$ cat config.mk
export PLATFORM = sky130hd
export DESIGN_NAME = go_back_n_sender_window_flat
export DESIGN_NICKNAME = d
export VERILOG_FILES = /design/src/hw/rtl/gbn_pkg.sv /design/src/hw/rtl/gbn_if.sv /design/src/hw/rtl/go_back_n_sender_window.sv /design/src/hw/rtl/gbn_dpath.sv /design/src/hw/rtl/gbn_ctrl.sv /design/src/flat_wrapper.sv
export VERILOG_INCLUDE_DIRS = /design/src /design/src/hw/rtl
export SDC_FILE = /design/constraint.sdc
export NUM_CORES = 1
export LEC_CHECK = 0
export BUFFER_PORTS_ARGS = -buffer_cell sky130_fd_sc_hd__buf_4
export CAP_MARGIN = 15
export CORE_MARGIN = 4
export CORE_UTILIZATION = 55
export DETAILED_ROUTE_END_ITERATION = 8
export PLACE_DENSITY = 0.75
export SYNTH_ARGS = -nofsm -noshare
export SYNTH_HDL_FRONTEND = slang
export SYNTH_SLANG_ARGS = --single-unit
$ cat constraint.sdc
create_clock -name clk -period 12.7 [get_ports clk]
set_input_delay 0 -clock clk [delete_from_list [all_inputs] [get_ports clk]]
set_output_delay 0 -clock clk [all_outputs]
set_load 0.02 [all_outputs]
$ cat src/hw/rtl/go_back_n_sender_window_assert.svh
// Assertion macros for the Go-Back-N sender window.
// Each macro samples on the rising edge of clk and is disabled while arst_n is low.
`ifndef GO_BACK_N_SENDER_WINDOW_ASSERT_SVH
`define GO_BACK_N_SENDER_WINDOW_ASSERT_SVH

`ifndef SYNTHESIS
`define GBN_ASSERT(label, cond, msg) \
	label: assert property (@(posedge clk) disable iff (!arst_n) (cond)) else $error(msg);
`define GBN_ASSERT_NEXT(label, ante, cons, msg) \
	label: assert property (@(posedge clk) disable iff (!arst_n) (ante) |=> (cons)) \
		else $error(msg);
`else
`define GBN_ASSERT(label, cond, msg)
`define GBN_ASSERT_NEXT(label, ante, cons, msg)
`endif

`endif

$ cat src/hw/rtl/gbn_pkg.sv
package gbn_pkg;

	localparam int SEQ_WIDTH  = 16;
	localparam int WS_WIDTH   = 7;
	localparam int PC_WIDTH   = 16;
	localparam int FUNC_WIDTH = 2;
	localparam int ACK_WIDTH  = 16;

	localparam int PADDR_WIDTH = 3;
	localparam int PDATA_WIDTH = 32;

	localparam logic [WS_WIDTH-1:0] WS_MAX   = WS_WIDTH'(64);
	localparam logic [WS_WIDTH-1:0] WS_RESET = WS_WIDTH'(2);
	localparam logic [PC_WIDTH-1:0] PC_RESET = PC_WIDTH'(5);

	localparam logic [FUNC_WIDTH-1:0] FUNC_START   = 2'd0;
	localparam logic [FUNC_WIDTH-1:0] FUNC_TIMEOUT = 2'd1;
	localparam logic [FUNC_WIDTH-1:0] FUNC_ACK     = 2'd2;

	localparam logic REG_WINDOW_SIZE  = 1'b0;
	localparam logic REG_PACKET_COUNT = 1'b1;

	// Largest sequence number that fits, held wide enough for any SEQ_WIDTH up to 32.
	localparam logic [32:0] SEQ_MAX = (33'd1 << SEQ_WIDTH) - 33'd1;

	typedef logic [SEQ_WIDTH-1:0] seq_t;
	typedef logic [SEQ_WIDTH:0]   seq_wide_t;

	typedef struct packed {
		logic load;
		logic step;
	} ctrl_cmd_t;

	typedef struct packed {
		logic out_free;
		logic last;
	} dp_status_t;

	// Window size with zero read as one and anything above the limit clipped.
	function automatic logic [WS_WIDTH-1:0] eff_window(input logic [WS_WIDTH-1:0] ws);
		logic [WS_WIDTH-1:0] r;
		r = ws;
		if (ws == '0) begin
			r = WS_WIDTH'(1);
		end else if (ws > WS_MAX) begin
			r = WS_MAX;
		end
		return r;
	endfunction

	// Packet count clipped to the largest sequence number.
	function automatic seq_t eff_count(input logic [PC_WIDTH-1:0] pc);
		seq_t r;
		if (33'(pc) > SEQ_MAX) begin
			r = seq_t'(SEQ_MAX);
		end else begin
			r = seq_t'(pc);
		end
		return r;
	endfunction

endpackage

$ cat src/hw/rtl/gbn_if.sv
interface gbn_event_if import gbn_pkg::*; ();
	logic                  valid;
	logic                  ready;
	logic [FUNC_WIDTH-1:0] func;
	logic [ACK_WIDTH-1:0]  ack_number;

	modport source (output valid, output func, output ack_number, input ready);
	modport sink (input valid, input func, input ack_number, output ready);
endinterface

interface gbn_result_if import gbn_pkg::*; ();
	logic valid;
	logic ready;
	seq_t seq_number;
	logic is_send;
	logic all_acked;
	logic last_of_run;

	modport source (output valid, output seq_number, output is_send, output all_acked,
		output last_of_run, input ready);
	modport sink (input valid, input seq_number, input is_send, input all_acked,
		input last_of_run, output ready);
endinterface

$ cat src/hw/rtl/go_back_n_sender_window.sv
// Go-Back-N sender window. Each event transaction (start, timeout or acknowledgement)
// produces a run of result transactions, the last one flagged by last_of_run. Start
// opens a window of up to window_size sequence numbers, clipped to the packet total; a
// timeout or a mismatching acknowledgement resends every number of the current window;
// the acknowledgement equal to the window base slides the window by one and sends the
// next number if any remain. Acknowledgements are not cumulative. An event that sends
// nothing yields one status transaction (is_send low) carrying the window base, and
// all_acked reports whether the base has reached the packet total after the event.
// An event producing n result transactions (n from 1 to 64) is handled in two steps:
// the block takes the event and updates the window, then passes the results one at a
// time through the single output register while that register has room. The next event
// is taken once the last result of the run has entered that register, so it may overlap
// with the last result waiting downstream. Registers are written through the APB port
// with window_size at byte address 0 and the packet total at byte address 4; writes must
// only occur while no event is in progress.

`include "go_back_n_sender_window_assert.svh"

module go_back_n_sender_window import gbn_pkg::*; (
	input  logic                   clk,
	input  logic                   arst_n,
	gbn_event_if.sink              event_in,
	gbn_result_if.source           result_out,
	input  logic                   psel,
	input  logic                   penable,
	input  logic                   pwrite,
	input  logic [PADDR_WIDTH-1:0] paddr,
	input  logic [PDATA_WIDTH-1:0] pwdata,
	output logic [PDATA_WIDTH-1:0] prdata,
	output logic                   pready
);

	logic [WS_WIDTH-1:0] window_size_q;
	logic [PC_WIDTH-1:0] pkt_total_q;
	logic                cfg_write;
	logic                reg_sel;
	ctrl_cmd_t           cmd;
	dp_status_t          sts;

	// The configuration port never stalls; a write lands at the end of the access phase.
	assign pready    = 1'b1;
	assign cfg_write = psel && penable && pwrite && pready;
	assign reg_sel   = paddr[2];

	always_ff @(posedge clk or negedge arst_n) begin
		if (!arst_n) begin
			window_size_q <= WS_RESET;
			pkt_total_q   <= PC_RESET;
		end else if (cfg_write) begin
			unique case (reg_sel)
				REG_WINDOW_SIZE:  window_size_q <= pwdata[WS_WIDTH-1:0];
				REG_PACKET_COUNT: pkt_total_q   <= pwdata[PC_WIDTH-1:0];
				default: begin
				end
			endcase
		end
	end

	always_comb begin
		unique case (reg_sel)
			REG_WINDOW_SIZE:  prdata = PDATA_WIDTH'(window_size_q);
			REG_PACKET_COUNT: prdata = PDATA_WIDTH'(pkt_total_q);
			default:          prdata = '0;
		endcase
	end

	// The controller sequences one event at a time: it takes the event, then steps the
	// datapath once per result while the output register has room.
	gbn_ctrl u_ctrl (
		.clk      (clk),
		.arst_n   (arst_n),
		.in_valid (event_in.valid),
		.in_ready (event_in.ready),
		.sts      (sts),
		.cmd      (cmd)
	);

	// The datapath holds the window state, the range still to send and the output register.
	gbn_dpath u_dpath (
		.clk          (clk),
		.arst_n       (arst_n),
		.cmd          (cmd),
		.sts          (sts),
		.window_size  (window_size_q),
		.pkt_total    (pkt_total_q),
		.func         (event_in.func),
		.ack_number   (event_in.ack_number),
		.out_ready    (result_out.ready),
		.out_valid    (result_out.valid),
		.seq_number   (result_out.seq_number),
		.is_send      (result_out.is_send),
		.all_acked    (result_out.all_acked),
		.last_of_run  (result_out.last_of_run)
	);

	// An accepted event always produces at least one result, so the block must be busy next.
	`GBN_ASSERT_NEXT(a_busy_after_event, event_in.valid && event_in.ready, !event_in.ready, "event accepted but block not busy afterwards")
	// A status transaction is only ever the sole, and thus last, item of its run.
	`GBN_ASSERT(a_status_is_last, !result_out.valid || result_out.is_send || result_out.last_of_run, "status transaction not marked last of run")
	// Once every packet is acknowledged nothing is left to transmit.
	`GBN_ASSERT(a_done_sends_nothing, !(result_out.valid && result_out.all_acked && result_out.is_send), "transmit transaction reported after completion")

endmodule

$ cat src/hw/rtl/gbn_dpath.sv
module gbn_dpath import gbn_pkg::*; (
	input  logic                  clk,
	input  logic                  arst_n,
	input  ctrl_cmd_t             cmd,
	output dp_status_t            sts,
	input  logic [WS_WIDTH-1:0]   window_size,
	input  logic [PC_WIDTH-1:0]   pkt_total,
	input  logic [FUNC_WIDTH-1:0] func,
	input  logic [ACK_WIDTH-1:0]  ack_number,
	input  logic                  out_ready,
	output logic                  out_valid,
	output seq_t                  seq_number,
	output logic                  is_send,
	output logic                  all_acked,
	output logic                  last_of_run
);

	seq_t base_q;
	seq_t limit_q;
	seq_t cur_q;
	seq_t end_q;
	logic done_q;
	logic out_valid_q;
	seq_t seq_q;
	logic send_q;
	logic done_out_q;
	logic last_q;

	logic [WS_WIDTH-1:0] ws_e;
	seq_t                pc_e;
	logic                active;
	logic                ack_hit;
	seq_t                nb;
	seq_t                nl;
	seq_t                ncur;
	seq_t                nend;
	seq_t                lim1;
	seq_t                lim_pc;
	seq_wide_t           span_end;
	logic                sending;
	logic                item_last;

	always_comb begin
		ws_e     = eff_window(window_size);
		pc_e     = eff_count(pkt_total);
		active   = (func == FUNC_TIMEOUT || func == FUNC_ACK) && (base_q < pc_e);
		ack_hit  = (func == FUNC_ACK) && (33'(ack_number) == 33'(base_q));
		nb       = base_q;
		nl       = limit_q;
		ncur     = base_q;
		nend     = base_q;
		lim1     = limit_q;
		lim_pc   = (limit_q < pc_e) ? limit_q : pc_e;
		span_end = {1'b0, base_q} + (SEQ_WIDTH+1)'(ws_e);
		priority if (func == FUNC_START) begin
			nb   = '0;
			nl   = ((SEQ_WIDTH+1)'(ws_e) < {1'b0, pc_e}) ? seq_t'(ws_e) : pc_e;
			ncur = '0;
			nend = nl;
		end else if (active && ack_hit) begin
			nb   = base_q + seq_t'(1);
			lim1 = (limit_q < nb) ? nb : limit_q;
			nl   = lim1;
			ncur = nb;
			nend = nb;
			if (lim1 < pc_e) begin
				ncur = lim1;
				nend = lim1 + seq_t'(1);
				nl   = lim1 + seq_t'(1);
			end
		end else if (active) begin
			ncur = base_q;
			nend = ({1'b0, lim_pc} < span_end) ? lim_pc : seq_t'(span_end);
		end else begin
			ncur = base_q;
			nend = base_q;
		end
	end

	// An empty range yields the single status item of the event.
	assign sending   = cur_q < end_q;
	assign item_last = !sending || ((cur_q + seq_t'(1)) == end_q);

	assign sts.out_free = !out_valid_q || out_ready;
	assign sts.last     = item_last;

	always_ff @(posedge clk or negedge arst_n) begin
		if (!arst_n) begin
			base_q      <= '0;
			limit_q     <= '0;
			out_valid_q <= 1'b0;
		end else begin
			if (cmd.load) begin
				base_q  <= nb;
				limit_q <= nl;
			end
			if (cmd.step) begin
				out_valid_q <= 1'b1;
			end else if (out_ready) begin
				out_valid_q <= 1'b0;
			end
		end
	end

	always_ff @(posedge clk) begin
		if (cmd.load) begin
			cur_q  <= ncur;
			end_q  <= nend;
			done_q <= (nb >= pc_e);
		end else if (cmd.step && sending) begin
			cur_q <= cur_q + seq_t'(1);
		end
		if (cmd.step) begin
			seq_q      <= sending ? cur_q : base_q;
			send_q     <= sending;
			done_out_q <= done_q;
			last_q     <= item_last;
		end
	end

	assign out_valid   = out_valid_q;
	assign seq_number  = seq_q;
	assign is_send     = send_q;
	assign all_acked   = done_out_q;
	assign last_of_run = last_q;

endmodule

$ cat src/hw/rtl/gbn_ctrl.sv
module gbn_ctrl import gbn_pkg::*; (
	input  logic       clk,
	input  logic       arst_n,
	input  logic       in_valid,
	output logic       in_ready,
	input  dp_status_t sts,
	output ctrl_cmd_t  cmd
);

	localparam logic ST_IDLE = 1'b0;
	localparam logic ST_EMIT = 1'b1;

	logic state_q;
	logic state_d;

	assign in_ready = (state_q == ST_IDLE);
	assign cmd.load = in_valid && (state_q == ST_IDLE);
	assign cmd.step = (state_q == ST_EMIT) && sts.out_free;

	always_comb begin
		state_d = state_q;
		unique case (state_q)
			ST_IDLE: begin
				if (cmd.load) begin
					state_d = ST_EMIT;
				end
			end
			ST_EMIT: begin
				if (cmd.step && sts.last) begin
					state_d = ST_IDLE;
				end
			end
			default: begin
				state_d = ST_IDLE;
			end
		endcase
	end

	always_ff @(posedge clk or negedge arst_n) begin
		if (!arst_n) begin
			state_q <= ST_IDLE;
		end else begin
			state_q <= state_d;
		end
	end

endmodule

$ cat src/flat_wrapper.sv
// flat-port wrapper written by rule: the top's interface ports become plain ports
module go_back_n_sender_window_flat import gbn_pkg::*;
  (clk, arst_n, psel, penable, pwrite, paddr, pwdata, prdata, pready, event_in_valid, event_in_func, event_in_ack_number, event_in_ready, result_out_valid, result_out_seq_number, result_out_is_send, result_out_all_acked, result_out_last_of_run, result_out_ready);
  gbn_event_if event_in_i ();
  gbn_result_if result_out_i ();
  input  logic clk;
  input  logic arst_n;
  input  logic psel;
  input  logic penable;
  input  logic pwrite;
  input  logic [PADDR_WIDTH-1:0] paddr;
  input  logic [PDATA_WIDTH-1:0] pwdata;
  output logic [PDATA_WIDTH-1:0] prdata;
  output logic pready;
  input wire logic [$bits(event_in_i.valid)-1:0] event_in_valid;
  input wire logic [$bits(event_in_i.func)-1:0] event_in_func;
  input wire logic [$bits(event_in_i.ack_number)-1:0] event_in_ack_number;
  output wire logic [$bits(event_in_i.ready)-1:0] event_in_ready;
  output wire logic [$bits(result_out_i.valid)-1:0] result_out_valid;
  output wire logic [$bits(result_out_i.seq_number)-1:0] result_out_seq_number;
  output wire logic [$bits(result_out_i.is_send)-1:0] result_out_is_send;
  output wire logic [$bits(result_out_i.all_acked)-1:0] result_out_all_acked;
  output wire logic [$bits(result_out_i.last_of_run)-1:0] result_out_last_of_run;
  input wire logic [$bits(result_out_i.ready)-1:0] result_out_ready;
  assign event_in_i.valid = event_in_valid;
  assign event_in_i.func = event_in_func;
  assign event_in_i.ack_number = event_in_ack_number;
  assign event_in_ready = event_in_i.ready;
  assign result_out_valid = result_out_i.valid;
  assign result_out_seq_number = result_out_i.seq_number;
  assign result_out_is_send = result_out_i.is_send;
  assign result_out_all_acked = result_out_i.all_acked;
  assign result_out_last_of_run = result_out_i.last_of_run;
  assign result_out_i.ready = result_out_ready;
  go_back_n_sender_window u_core (.clk(clk), .arst_n(arst_n), .event_in(event_in_i), .result_out(result_out_i), .psel(psel), .penable(penable), .pwrite(pwrite), .paddr(paddr), .pwdata(pwdata), .prdata(prdata), .pready(pready));
endmodule
# Word-level counts from Yosys, hierarchy flattened
# Index checks and enable logic that the tools add are counted.
dict set report totals {
  ff_bits 109
  inputBits 60
  out_inout_bits 54
  wordCells 81
}
dict set report classes {
  addsub 4
  order_cmp 9
  eq_ne 4
  mux 27
  bitwise_logic 2
  reduce_logical 22
}
# cell n
set op_table {}
lappend op_table {{two-way mux 16 bit} 19}
lappend op_table {{less-than comparator 16 bit} 5}
lappend op_table {{case mux 32 bit (2 select lines)} 1}
lappend op_table {{adder 16 x 1 -> 16 bit (second input constant)} 3}
lappend op_table {{equality test 16 bit} 2}
lappend op_table {{adder 16 x 7 -> 17 bit} 1}
lappend op_table {{less-than comparator 16 x 17 -> 1 bit} 1}
lappend op_table {{>= comparator 16 bit} 1}
lappend op_table {{less-than comparator 7 x 16 -> 1 bit} 1}
lappend op_table {{two-way mux 7 bit} 2}
lappend op_table {{logical AND 1 bit} 9}
lappend op_table {{greater-than comparator 7 bit (second input constant)} 1}
lappend op_table {{logical NOT 7 bit} 1}
lappend op_table {{AND reduction 2 bit} 3}
lappend op_table {{nonzero test 2 bit} 3}
lappend op_table {{two-way mux 1 bit} 4}
lappend op_table {{logical OR 1 bit} 3}
lappend op_table {{equality test 2 x 1 -> 1 bit (second input constant)} 1}
lappend op_table {{equality test 2 bit (second input constant)} 1}
lappend op_table {{logical NOT 1 bit} 2}
lappend op_table {{logical NOT 2 bit} 1}
lappend op_table {{NOT 1 bit} 2}
lappend op_table {{case mux 1 bit (2 select lines)} 1}

# Longest topological paths before layout
dict set report depth {
  word_depth 9
  mapped_depth 27
  mapped_depth_nobuf 24
}

# By module
# Synthesis repeated with hierarchy kept, for this count alone.
dict set report hier_totals {
  cells_unflattened 1249
  area_unflattened_um2 11126.9
}
# module n_inst cells_each area_each_um2 seq_area_each_um2
set by_module_without_submodules {}
lappend by_module_without_submodules {gbn_dpath 1 1157 9858.2 2387.3}
lappend by_module_without_submodules {go_back_n_sender_window 1 86 1213.7 579.3}
lappend by_module_without_submodules {gbn_ctrl 1 6 55.1 25.0}

# Worst setup path after synthesis
# No wires, ideal clock.
dict set report synth_timing {
  kind {reg2reg}
  from {register u_core.u_dpath.base_q[7]}
  to {register u_core.u_dpath.cur_q[4] (data pin)}
  setup_time_ns 0.261
  arrival_time_ns 5.181
  setup_slack_ns 7.258
  stages_incl_launch_ff 25
  path_buffers 4
  path_cell_list {dfrtp_1 > buf_2 > and4_4 > and4_1 > clkbuf_1 > nand2_1 > nor2_1 > xnor2_1 > ha_1 > nand4_2 > nor2_1 > a221oi_2 > nand2_2 > clkbuf_1 > o21ai_0 > ha_1 > a211oi_1 > o21a_1 > o21ai_0 > a211oi_1 > o31ai_2 > and2_1 > buf_4 > a31o_2 > a221o_1}
}
dict set report synth_via {
  elab_chain_cells 8
}
# item line
set synth_lines {}
lappend synth_lines {{start, declared} gbn_dpath.sv:18} ;# seq_t base_q;
lappend synth_lines {{start signal, assigned} gbn_dpath.sv:94} ;# base_q <= nb;
lappend synth_lines {{adder 16 x 1 -> 16 bit} gbn_dpath.sv:61} ;# nb = base_q + seq_t'(1);
lappend synth_lines {{less-than comparator 16 bit} gbn_dpath.sv:62} ;# lim1 = (limit_q < nb) ? nb : limit_q;
lappend synth_lines {{two-way mux 16 bit} gbn_dpath.sv:62}
lappend synth_lines {{less-than comparator 16 bit} gbn_dpath.sv:66} ;# if (lim1 < pc_e) begin
lappend synth_lines {{two-way mux 16 bit} gbn_dpath.sv:66}
lappend synth_lines {{two-way mux 16 bit (*)} gbn_dpath.sv:60} ;# end else if (active && ack_hit) begin
lappend synth_lines {{two-way mux 16 bit (*)} gbn_dpath.sv:55} ;# priority if (func == FUNC_START) begin
lappend synth_lines {{two-way mux 16 bit (*)} gbn_dpath.sv:106} ;# if (cmd.load) begin
lappend synth_lines {{end signal, assigned} gbn_dpath.sv:107} ;# cur_q <= ncur;
lappend synth_lines {{end signal, assigned} gbn_dpath.sv:111} ;# cur_q <= cur_q + seq_t'(1);
lappend synth_lines {{end, declared} gbn_dpath.sv:20} ;# seq_t cur_q;
# Mark *: on every way between the ends. The rest lies on a longest branch, timed or not.
# A chain may end at the register's enable or synchronous reset.

# Final worst setup path
dict set report layout_timing {
  from {register u_core.u_dpath.base_q[1]}
  to {register u_core.u_dpath.cur_q[14] (data pin)}
}
# The elaborated chain is that of the path after synthesis.

==> impl_results.md <==
* Status: finished clean
* Fin util at 0.615
* Peak Freq at 116 MHz
* Worst-path cell chain: ha_1, and4_2, and2_1, nand2_1, xor2_1, ha_1, a21oi_1, nand2_1, a221oi_2, nand2_2, o21ai_0, ha_1, a211oi_1, o21a_1, o21ai_0, a211oi_1, o31ai_2, nand2_1, buf_4, nor2_1, a21o_1, a221o_1
* Highest metal used: met4
* Die Wd at 152 µm
* Tot GR Track Use at 0.302
* Ant. Diodes at 0
* CTS buffer count at 9
* Detailed Routing Iterations Pass 1 at 6
* I/O pin total at 114
* Clock-pin slew on the worst setup and hold paths at 0.09 ns
* CTS tree: done
* Main synth FF type: dfrtp_1
* Clk root buf: clkbuf_16
* Antenna Nets Post-Route at 0
* Most common cell after layout, fill and taps aside: nand2_1
* Layout Nets at 1,528
* Post-CTS Resized at 0
* Power per cell area at 176 mW/mm²
* Post-CTS Hold Fix Bufs at 19
* Setup CP Type: reg -> reg
* Maximum number of pins on one net before global-route repair at 58
* Synthesized area at 0.0113 mm²
* Vias post-DR at 10,235
* CP Buf/Inv Count at 1
* Site Rows at 52
* Initial antenna violation count at 0
* Count of pins over their slew limit at 0
* GRT overflow at 0
* Layout cell share with drive strength beyond 1 at 0.170
* Die area at 0.0230 mm²
* RD Place Congestion at 0.972
* M1 WL at 14,600 µm
* Area growth from synthesis to layout at 9.92%
* Core Area at 0.0202 mm²
* CP max FO at 46
* CTS HTree Levels at 3
* Synth Area per Inst at 8.79 µm²
* Yosys reg bits at 109
* Clock buffer depth at 2
* Final min period at 8.62 ns
* Starting Density at 0.560
* Met2 routed WL at 15,600 µm
* Post-Route WL at 34,500 µm
* Post-DP HPWL at 26,100 µm
* Worst-skew pair later-pin latency at 0.37 ns
* Clock sink count at 109
* Post-synth ARST share at 0.523
* Post-synth EDFFs at 52
* Avg Vias per Cell at 6.33
* Crit start category: flop
* Detail Route met3 WL at 3170 µm
* Maxcap violations at 0
* YS warnings at 0
* First-pass GRT wire length at 53,500 µm
* Vias in the first global route at 9,684
* Clk_skew at 0.0153 ns
* Post-synthesis sequential area ratio at 0.264
* Post-Syn Instances at 1,289
* Least-Margin Pin Slew at 1.02 ns
* Relative slew slack at 0.318
* Final setup TNS at 0 ns
* Fin crit share at 0.678
* # DRC at 0
* Post CTS Setup Buffer Count at 0
* Most frequent cells in the layout: nand2_1 (130), ha_1 (124), buf_4 (90)
* CP max stage delay at 0.87 ns
* RSZ-0062 raised after global routing: false
* Top delay family on crit path: compound AO/OA/AOI/OAI gates
* Pwr Total at 2.19 mW
* Routed WL per cell at 21.4 µm
* Die height at 152 µm
* Critical path's slowest cell: o21ai_0
* Crit path capture type: flop
* Iter 0 DRT Violations at 1,099
* Yosys cell types at 91
* Final Hold Fails at 0
* Port bufs at 78
* HP Class: in -> async
* Worst Path Required at 12.82 ns
* Maximum vdd drop at 0.000105 V
* Final setup viols at 0
* P_leak at 5.24 nW
* CP arrival at 8.73 ns
==> report_power, final <==
part | internal (mW) | total [mW] | switching, mW
Clock | 0.144 | 0.296 | 0.151
Combinational | 0.503 | 1.27 | 0.768
Sequential | 0.514 | 0.627 | 0.112
==> metrics by stage <==
| stage | instances | worst slack (ns) | hold WS [ns] | cell area, µm² |
|---|---|---|---|---|
| 2_1_floorplan | 1304 | 7.26 | -0.296 | 11400 |
| 3_3_place_gp | 1582 | 4.45 | 0.132 | 12000 |
| 3_5_place_dp | 1582 | 4.37 | 0.130 | 12000 |
| 4_1_cts | 1617 | 4.36 | 0.286 | 12500 |
| 5_1_grt | 1617 | 3.87 | 0.324 | 12500 |
| 6_report | 1617 | 4.08 | 0.252 | 12500 |
==> per-layer routing <==
layer | GRT usage | up-vias
met5 | 0 | -
met3 | 0.0431 | 76
li1 | - | 4798
met1 | 0.423 | 4821
met4 | 0.0984 | 0
met2 | 0.485 | 540
==> registers in the layout (all words and copies together) (netlist names), 7 cells and up <==
register	cells
u_core.u_dpath.base_q	16
u_core.u_dpath.limit_q	16
u_core.u_dpath.end_q	16
u_core.window_size_q	7
u_core.u_dpath.cur_q	16
u_core.pkt_total_q	16
u_core.u_dpath.seq_number	16
==> synthesized netlist by cell type (20+ instances only) <==
| library cell | count | area [µm²] |
|---|---|---|
| clkbuf_1 | 34 | 128 |
| nor2_1 | 77 | 289 |
| xor2_1 | 49 | 429 |
| nand4_1 | 24 | 150 |
| o31ai_1 | 21 | 158 |
| and2_1 | 20 | 125 |
| o21ai_0 | 54 | 270 |
| mux2_2 | 69 | 777 |
| a21oi_1 | 76 | 380 |
| buf_4 | 27 | 203 |
| inv_1 | 51 | 191 |
| xnor2_1 | 59 | 517 |
| nand2_1 | 130 | 488 |
| nand3_1 | 49 | 245 |
| edfxtp_1 | 52 | 1560 |
| dfrtp_1 | 54 | 1350 |
| a21o_1 | 20 | 150 |
| ha_1 | 125 | 1560 |
==> cell families after synthesis <==
kind of cell               count (synthesis)  share of synthesized area
adders and majority gates                126                      0.140
AOI/OAI and AO/OA                        304                      0.179
muxes                                     84                     0.0818
other                                      2                   0.000663
xor gates and xnor gates                 108                     0.0835
buffers and inverters                    137                     0.0579
DFF                                      109                      0.264
and+or+nand+nor                          419                      0.193
==> area by class of cell <==
cell class | count | area [µm²]
Sequential cell | 109 | 2990
Inverter | 55 | 206
Tap cell | 270 | 338
Clock inverter | 6 | 67.6
Fill cell | 1760 | 7780
Clock buffer | 10 | 239
Multi-Input combinational cell | 1058 | 7740
Timing Repair Buffer | 109 | 866
==> worst paths after layout <==
path | from | depth (start not counted) | slack [ns] | end
hold reg to reg | u_core.u_dpath.done_q | 0 | 0.43 | u_core.u_dpath.all_acked
setup reg to reg | u_core.u_dpath.base_q[1] | 22 | 4.08 | u_core.u_dpath.cur_q[14]
hold / removal | arst_n | 2 | 0.25 | u_core.pkt_total_q[7]
setup / recovery | u_core.u_dpath.base_q[1] | 22 | 4.08 | u_core.u_dpath.cur_q[14]
max in group asynchronous | arst_n | 2 | 11.94 | u_core.u_dpath.base_q[13]
min in group clk | pwrite | 3 | 0.31 | u_core.window_size_q[0]
Power figures use the tool's default switching activity.
